==> config.mk <==
export PLATFORM = sky130hd
export DESIGN_NAME = snp_pair_contingency_counter_top
export DESIGN_NICKNAME = d
export VERILOG_FILES = /design/src/rtl/spcc_pkg.sv /design/src/rtl/spcc_ctrl.sv /design/src/rtl/spcc_datapath.sv /design/src/rtl/snp_pair_contingency_counter_top.sv
export SDC_FILE = /design/constraint.sdc
export NUM_CORES = 2
export LEC_CHECK = 0
export BUFFER_PORTS_ARGS = -buffer_cell sky130_fd_sc_hd__buf_2
export CAP_MARGIN = 20
export CORE_MARGIN = 2
export CORE_UTILIZATION = 29
export CTS_CLUSTER_DIAMETER = 80
export DETAILED_ROUTE_END_ITERATION = 10
export PLACE_DENSITY = 0.48
export SETUP_SLACK_MARGIN = 0.02
export SKIP_CTS_REPAIR_TIMING = 1
export SYNTH_ARGS = -nofsm -noshare
export SYNTH_HDL_FRONTEND = slang
export SYNTH_SLANG_ARGS = --single-unit
==> constraint.sdc <==
create_clock -name i_clk -period 8.3 [get_ports i_clk]
set_input_delay 0.415 -clock i_clk [delete_from_list [all_inputs] [get_ports i_clk]]
set_output_delay 0.415 -clock i_clk [all_outputs]
set_load 0.01 [all_outputs]
==> src/rtl/spcc_pkg.sv <==
`timescale 1ns / 1ps
// shared types and constants for the snp pair contingency counter
// no dependencies
package spcc_pkg;

    localparam int MAX_SAMPLES_DEF = 65536;
    localparam int AB_W            = 19;
    localparam int STAT_W          = 18;
    localparam int AB_MAX          = (1 << AB_W) - 1;
    localparam int STAT_MAX        = (1 << STAT_W) - 1;
    localparam int GT_W            = 2;
    localparam int PH_W            = 8;
    localparam int IN_DATA_W       = 16;
    localparam int OUT_DATA_W      = 224;

    localparam logic [GT_W-1:0] GT_MISSING   = 2'd0;
    localparam logic [PH_W-1:0] PH_UNAFFECTED = 8'd1;
    localparam logic [PH_W-1:0] PH_AFFECTED   = 8'd2;

    typedef enum logic {
        ST_COLLECT,
        ST_HOLD
    } t_state;

    typedef struct packed {
        logic count_en;
        logic capture;
    } t_dp_cmd;

endpackage

==> src/rtl/spcc_ctrl.sv <==
`timescale 1ns / 1ps
// handshake controller: accepts transactions and tracks the pending result
// depends on spcc_pkg
module spcc_ctrl
    import spcc_pkg::*;
(
    input  logic    i_clk,
    input  logic    i_rst_n,
    input  logic    i_s_tvalid,
    input  logic    i_s_tlast,
    input  logic    i_m_tready,
    output logic    o_s_tready,
    output logic    o_m_tvalid,
    output t_dp_cmd o_cmd
);

    t_state r_state;
    t_state n_state;
    logic   accept;

    always_ff @(posedge i_clk) begin
        if (!i_rst_n) begin
            r_state <= ST_COLLECT;
        end else begin
            r_state <= n_state;
        end
    end

    always_comb begin
        o_s_tready    = (r_state == ST_COLLECT) || i_m_tready;
        o_m_tvalid    = (r_state == ST_HOLD);
        accept        = i_s_tvalid && o_s_tready;
        o_cmd.count_en = accept;
        o_cmd.capture  = accept && i_s_tlast;
        n_state       = r_state;
        unique case (r_state)
            ST_COLLECT: begin
                if (o_cmd.capture) begin
                    n_state = ST_HOLD;
                end
            end
            ST_HOLD: begin
                if (o_cmd.capture) begin
                    n_state = ST_HOLD;
                end else if (i_m_tready) begin
                    n_state = ST_COLLECT;
                end
            end
            default: begin
                n_state = ST_COLLECT;
            end
        endcase
    end

endmodule

==> src/rtl/spcc_datapath.sv <==
`timescale 1ns / 1ps
// counter tables and weighted allele sums with result register
// depends on spcc_pkg
module spcc_datapath
    import spcc_pkg::*;
#(
    parameter int CNT_W = 17
) (
    input  logic                  i_clk,
    input  logic                  i_rst_n,
    input  t_dp_cmd               i_cmd,
    input  logic [GT_W-1:0]       i_genotype_a,
    input  logic [GT_W-1:0]       i_genotype_b,
    input  logic [PH_W-1:0]       i_phenotype_code,
    output logic [OUT_DATA_W-1:0] o_data
);

    localparam int EXT_W = (CNT_W + 4 > AB_W + 1) ? CNT_W + 4 : AB_W + 1;

    logic [CNT_W-1:0] r_pair [3][3];
    logic [CNT_W-1:0] n_pair [3][3];
    logic [CNT_W-1:0] r_fst  [3][2];
    logic [CNT_W-1:0] n_fst  [3][2];
    logic [CNT_W-1:0] r_snd  [3][2];
    logic [CNT_W-1:0] n_snd  [3][2];
    logic [OUT_DATA_W-1:0] r_data;
    logic [OUT_DATA_W-1:0] n_data;

    logic have_stat;
    logic stat_idx;
    logic [AB_W-1:0]   ab   [4];
    logic [STAT_W-1:0] fsum [4];
    logic [STAT_W-1:0] ssum [4];

    function automatic logic [CNT_W-1:0] bump(input logic [CNT_W-1:0] c, input logic hit);
        bump = (hit && (c != {CNT_W{1'b1}})) ? c + 1'b1 : c;
    endfunction

    function automatic logic [EXT_W-1:0] ext(input logic [CNT_W-1:0] c);
        ext = EXT_W'(c);
    endfunction

    function automatic logic [AB_W-1:0] ab_sum(input logic [CNT_W-1:0] p4,
                                               input logic [CNT_W-1:0] p2a,
                                               input logic [CNT_W-1:0] p2b,
                                               input logic [CNT_W-1:0] p1);
        logic [EXT_W-1:0] v;
        v = (ext(p4) << 2) + (ext(p2a) << 1) + (ext(p2b) << 1) + ext(p1);
        ab_sum = (v > EXT_W'(AB_MAX)) ? AB_W'(AB_MAX) : v[AB_W-1:0];
    endfunction

    function automatic logic [STAT_W-1:0] stat_sum(input logic [CNT_W-1:0] t2,
                                                   input logic [CNT_W-1:0] t1);
        logic [EXT_W-1:0] v;
        v = (ext(t2) << 1) + ext(t1);
        stat_sum = (v > EXT_W'(STAT_MAX)) ? STAT_W'(STAT_MAX) : v[STAT_W-1:0];
    endfunction

    always_comb begin
        have_stat = (i_phenotype_code == PH_UNAFFECTED) ||
                    (i_phenotype_code == PH_AFFECTED);
        stat_idx  = (i_phenotype_code == PH_AFFECTED);
        for (int ia = 0; ia < 3; ia++) begin
            for (int ib = 0; ib < 3; ib++) begin
                n_pair[ia][ib] = bump(r_pair[ia][ib], i_cmd.count_en &&
                    (i_genotype_a == GT_W'(ia + 1)) && (i_genotype_b == GT_W'(ib + 1)));
            end
            for (int is = 0; is < 2; is++) begin
                n_fst[ia][is] = bump(r_fst[ia][is], i_cmd.count_en && have_stat &&
                    (i_genotype_a == GT_W'(ia + 1)) && (stat_idx == 1'(is)));
                n_snd[ia][is] = bump(r_snd[ia][is], i_cmd.count_en && have_stat &&
                    (i_genotype_b == GT_W'(ia + 1)) && (stat_idx == 1'(is)));
            end
        end

        ab[0] = ab_sum(n_pair[0][0], n_pair[1][0], n_pair[0][1], n_pair[1][1]);
        ab[1] = ab_sum(n_pair[0][2], n_pair[1][2], n_pair[0][1], n_pair[1][1]);
        ab[2] = ab_sum(n_pair[2][0], n_pair[1][0], n_pair[2][1], n_pair[1][1]);
        ab[3] = ab_sum(n_pair[2][2], n_pair[1][2], n_pair[2][1], n_pair[1][1]);
        fsum[0] = stat_sum(n_fst[0][0], n_fst[1][0]);
        fsum[1] = stat_sum(n_fst[0][1], n_fst[1][1]);
        fsum[2] = stat_sum(n_fst[2][0], n_fst[1][0]);
        fsum[3] = stat_sum(n_fst[2][1], n_fst[1][1]);
        ssum[0] = stat_sum(n_snd[0][0], n_snd[1][0]);
        ssum[1] = stat_sum(n_snd[0][1], n_snd[1][1]);
        ssum[2] = stat_sum(n_snd[2][0], n_snd[1][0]);
        ssum[3] = stat_sum(n_snd[2][1], n_snd[1][1]);

        n_data = r_data;
        if (i_cmd.capture) begin
            n_data = {4'd0, ssum[3], ssum[2], ssum[1], ssum[0],
                      fsum[3], fsum[2], fsum[1], fsum[0],
                      ab[3], ab[2], ab[1], ab[0]};
        end
    end

    always_ff @(posedge i_clk) begin
        r_data <= n_data;
        if (!i_rst_n || i_cmd.capture) begin
            for (int ia = 0; ia < 3; ia++) begin
                for (int ib = 0; ib < 3; ib++) begin
                    r_pair[ia][ib] <= '0;
                end
                for (int is = 0; is < 2; is++) begin
                    r_fst[ia][is] <= '0;
                    r_snd[ia][is] <= '0;
                end
            end
        end else begin
            r_pair <= n_pair;
            r_fst  <= n_fst;
            r_snd  <= n_snd;
        end
    end

    assign o_data = r_data;

endmodule

==> src/rtl/snp_pair_contingency_counter_top.sv <==
`timescale 1ns / 1ps
// the result is registered and valid in the cycle after the tlast transaction
// throughput: one transaction per cycle, unless a held result blocks the input
// every transaction stalls while a result is pending and the sink is not ready
// reset (synchronous, active low) clears all counters and the pending result
// depends on spcc_pkg, spcc_ctrl, spcc_datapath
module snp_pair_contingency_counter_top
    import spcc_pkg::*;
#(
    parameter int MAX_SAMPLES = MAX_SAMPLES_DEF
) (
    input  logic                  i_clk,
    input  logic                  i_rst_n,
    input  logic                  i_s_axis_tvalid,
    output logic                  o_s_axis_tready,
    // genotype_a[1:0], genotype_b[3:2], phenotype_code[11:4], zero fill
    input  logic [IN_DATA_W-1:0]  i_s_axis_tdata,
    input  logic                  i_s_axis_tlast,
    output logic                  o_m_axis_tvalid,
    input  logic                  i_m_axis_tready,
    // ab_00, ab_01, ab_10, ab_11, a_stat_00, a_stat_01, a_stat_10, a_stat_11,
    // b_stat_00, b_stat_01, b_stat_10, b_stat_11, zero fill
    output logic [OUT_DATA_W-1:0] o_m_axis_tdata
);

    localparam int CNT_W = $clog2(MAX_SAMPLES + 1);

    t_dp_cmd cmd;

    spcc_ctrl u_ctrl (
        .i_clk      (i_clk),
        .i_rst_n    (i_rst_n),
        .i_s_tvalid (i_s_axis_tvalid),
        .i_s_tlast  (i_s_axis_tlast),
        .i_m_tready (i_m_axis_tready),
        .o_s_tready (o_s_axis_tready),
        .o_m_tvalid (o_m_axis_tvalid),
        .o_cmd      (cmd)
    );

    spcc_datapath #(
        .CNT_W (CNT_W)
    ) u_datapath (
        .i_clk            (i_clk),
        .i_rst_n          (i_rst_n),
        .i_cmd            (cmd),
        .i_genotype_a     (i_s_axis_tdata[1:0]),
        .i_genotype_b     (i_s_axis_tdata[3:2]),
        .i_phenotype_code (i_s_axis_tdata[11:4]),
        .o_data           (o_m_axis_tdata)
    );

endmodule
* Word-level counts from Yosys, hierarchy flattened
Index checks and enable logic that the tools add are counted.
Word-level totals: bits in registers 578, logic and storage cells 201
Cells by class: magnitude comparators 12, add/subtract/negate cells 41, reductions and logical operators 58, eq/ne operators 29, multiplexer cells 25, bitwise logic cells 2
Operator list (number):
- $add 17x1->17 const B | 21
- $mux 17 | 21
- $ne 17x17->1 const B | 21
- $gt 21x18->1 const B | 8
- $add 18x17->19 | 8
- $add 21x17->21 | 4
- $add 21x18->21 | 4
- $gt 21x19->1 const B | 4
- $add 19x18->20 | 4
- $logic_and 1x1->1 | 54
- $eq 2x2->1 const B | 4
- $eq 8x1->1 const B | 1
- $eq 8x2->1 const B | 1
- $eq 2x1->1 const B | 2
- $logic_or 1x1->1 | 3
- $mux 1 | 3
- $not 1->1 | 2
- $pmux 1 s2 | 1
- $logic_not 1->1 | 1

* Logic depth before layout (Yosys ltp)
depth in word-level cells 11, mapped depth 34, mapped depth without buffers 33

* Hierarchy
Synthesis repeated with hierarchy kept, for this count alone.
Unflattened totals: cell total of the unflattened synthesis 3936, area, all modules 36742.7 um2
By module, submodules not included:
- spcc_datapath | instances 1, area each 36663.9 um2, cells an instance 3929
- spcc_ctrl | instances 1, area each 78.8 um2, cells an instance 7

* Least setup slack after synthesis
No wires, ideal clock.
path type reg-to-reg, start register u_datapath.r_pair[54] in the netlist's numbering, end register u_datapath.r_data[57] (netlist: u_datapath.o_data[57]) (data pin), path slack 1.587 ns, arrival 6.449 ns, buffers on the path 2, stages on the path, launching flop included 31, setup time 0.265 ns, cells stage by stage dfxtp_1 nand3_1 nor3_1 nand3_1 nor2_1 nand4_1 nor2_1 ha_1 nor2b_1 and3_1 buf_1 nand4_1 xnor2_1 ha_1 and2_1 a22oi_1 o311ai_0 and2_1 xor2_1 fa_1 ha_1 a2111oi_0 o211ai_1 a31o_2 a2111o_1 a221o_1 a41oi_1 mux2i_1 o32ai_4 buf_6 nand2_1
RTL lines:
- from (decl) | line spcc_datapath.sv:20 | logic [CNT_W-1:0] r_pair [3][3];
- from (signal assigned) | line spcc_datapath.sv:110 | r_pair <= n_pair;
- to (signal assigned) | line spcc_datapath.sv:98 | r_data <= n_data;
- to (decl) | line spcc_datapath.sv:26 | logic [OUT_DATA_W-1:0] r_data;

==> out/metrics.csv <==
metric,value,unit
detail-route-antenna-nets,0,
p_leak,19.6,nW
syn_area,37300,um2
grt_first_pass_wirelength,157000,um
drc,0,
slew_violations,0,
synth_top_cell_by_area,dfxtp_1,
hold_viol,0,
postSynthCellCount,3969,
cts_tree,yes,
core,128000,um2
dieHeight,363,um
async_flop_share,0,
post_drt_wl_per_cell,16.8,um
fp.dieW,363,um
cts-root-buf,clkbuf_16,
ioPinCount,247,
power.density,156,nW/um2
initial_core_util,0.292,
placed_area,40500,um2
max_freq,132,MHz
final_net_count,4654,
dr.first_iter.drc_count,1527,
cts_max_path_buffers,3,
grt_max_degree,108,
cts.sinks,578,
finalSetupViolCount,0,
cts_buffers,80,
synth.top_cell.area_share,0.192,
fin_skew,0.0336,ns
hold_path_class,primary input to flop,
crit_path_top_delay_cell,nor3_1,
fin_crit_sh,0.915,
startpoint_type,flop,
htreeDepth,3,
antenna_found_initial,8,
min_period,7.60,ns
clk_pin_slew_worst_paths,0.06,ns
syn_area_per_cell,9.40,um2
synth-edff-count,220,
floorplan.rows,131,
synthDistinctLibCells,104,
fillers,13200,
area_delta_synth_final,15.9,%
critPathTopFamily,compound AO/OA/AOI/OAI gates,
clock_insertion_delay_worst_skew,0.68,ns
max_slew.worst_pin.slew,0.916,ns
grt_overflow,0,
drive_gt1_frac,0.113,
multiInputGateArea,22600,um2
ir_worst_vdd,146,uV
dp_hpwl,77100,um
wl,100000,um
rsz0062_at_grt,true,
portBuffers,238,
cpMostUsedCell,ha_1,
drv_cap,0,
critPathKind,flop to flop,
regArea,13800,um2
ys_warn_count,0,
grt.total_usage,0.152,
grt_pass1_vias,27600,
slowest_delay,0.53,ns
slew_headroom,0.389,
crit_path_end_kind,flop,
viasPerCell,4.72,
synth_ff_type,dfxtp_1,
required,8.71,ns
stdcell_area,43200,um2
routabilityCongestion,0.842,
critPathArrivalTime,8.00,ns
firstDrtPassIters,7,
critPathMaxFanout,18,
synth_area_leaders,"dfxtp_1 (19%), edfxtp_1 (18%), ha_1 (10%)",
status,"complete, no violations",
final.setup.tns,0,ns
ys_ff_latch,578,
ys_seq_area_frac,0.369,
num_vias,28200,
crit_buf_inv,1,
die_area,131000,um2
## worst reg2reg max path, delay by kind of cell (launching register included)
| kind | cells | cell delay [ns] |
|---|---|---|
| AO/OA/AOI/OAI | 12 | 2.48 |
| XOR/XNOR | 2 | 0.68 |
| adder cells (fa/ha/maj) | 5 | 1.50 |
| buffers and inverters | 1 | 0.32 |
| flip-flops | 1 | 0.33 |
| AND/OR/NAND/NOR | 8 | 1.99 |
## state kept, by name, summed over array words and instances (netlist names)
| register | count |
|---|---|
| u_datapath.o_data | 220 |
| u_datapath.r_fst | 102 |
| u_ctrl.o_m_tvalid | 1 |
| u_datapath.r_pair | 153 |
| u_datapath.r_snd | 102 |
## kinds of logic after synthesis
logic type,Yosys count,share of synthesized area
AO/OA/AOI/OAI,585,0.104
multiplexers,45,0.0128
flip-flops,578,0.369
AND/OR/NAND/NOR,1632,0.226
buffers and inverters,251,0.0264
XOR/XNOR,492,0.116
adder cells (fa/ha/maj),385,0.145
other,1,0.000101
## placed cells by master, fill, tap and decap left out, drive strengths merged, types with 97 or more instances in the layout
| master | n |
|---|---|
| a21oi | 151 |
| nand2 | 374 |
| o21ai | 144 |
| clkbuf | 104 |
| buf | 266 |
| nor2 | 308 |
| nand3 | 142 |
| nor2b | 330 |
| xnor2 | 281 |
| inv | 192 |
| edfxtp | 220 |
| and3 | 97 |
| dfxtp | 358 |
| xor2 | 211 |
| ha | 304 |
## power breakdown
part           internal (W)  total, W  switching (W)
Combinational     0.0000430  0.000173       0.000130
Sequential          0.00299   0.00300      0.0000159
Clock               0.00213   0.00356        0.00143
## path summary, 6_finish.rpt
kind	start	endpoint	slack, ns	cells past startpoint
max	u_datapath.r_pair[85]	u_datapath.o_data[17]	0.70	28
min reg2reg	u_datapath.r_fst[16]	u_datapath.r_fst[16]	0.57	2
min	i_rst_n	u_datapath.r_pair[101]	0.16	2
max reg2reg	u_datapath.r_pair[85]	u_datapath.o_data[17]	0.70	28
## Yosys cell counts (all sizes together), types with 21 or more instances
cell type,n
xnor2,281
nand3,142
a21o,64
a21oi,151
inv,181
edfxtp,220
nor3,95
a31oi,22
mux2i,26
nor2b,330
o211ai,23
nor2,308
and2,35
or3,27
or2,23
fa,78
dfxtp,358
clkbuf,57
o21ai,144
o21a,30
ha,304
a211oi,21
and3,97
xor2,211
nand2b,76
nand2,374
nand4,63
## stage by stage
stage	setup slack [ns]	std cells	util	hold WS, ns	total power, W
floorplan	1.59	3972	-	0.506	0.00316
CTS	0.632	5980	0.339	0.0934	0.00687
global placement	0.757	5831	0.318	0.536	0.00324
finish	0.704	5981	0.339	0.159	0.00673
detailed placement	0.690	5831	0.318	0.552	0.00324
global route	0.0162	5981	0.339	0.129	0.00698
## final cells by class
cell class | instances | area share
Antenna cell | 1 | 0.0000579
Inverter | 182 | 0.0160
Multi-Input combinational cell | 3143 | 0.522
Sequential cell | 578 | 0.319
Clock buffer | 104 | 0.0505
Tap cell | 1662 | 0.0481
Timing Repair Buffer | 266 | 0.0324
Clock inverter | 45 | 0.0121
## per-layer routing
metal  part of all wire  global-route usage  vias up
li1                   -                   -    14400
met1               0.47               0.201    13300
met2               0.45               0.245      423
met3              0.044              0.0275      147
met4              0.031              0.0575        4
met5            0.00027                   0        -
No activity file was read; power rests on OpenSTA's default activity.
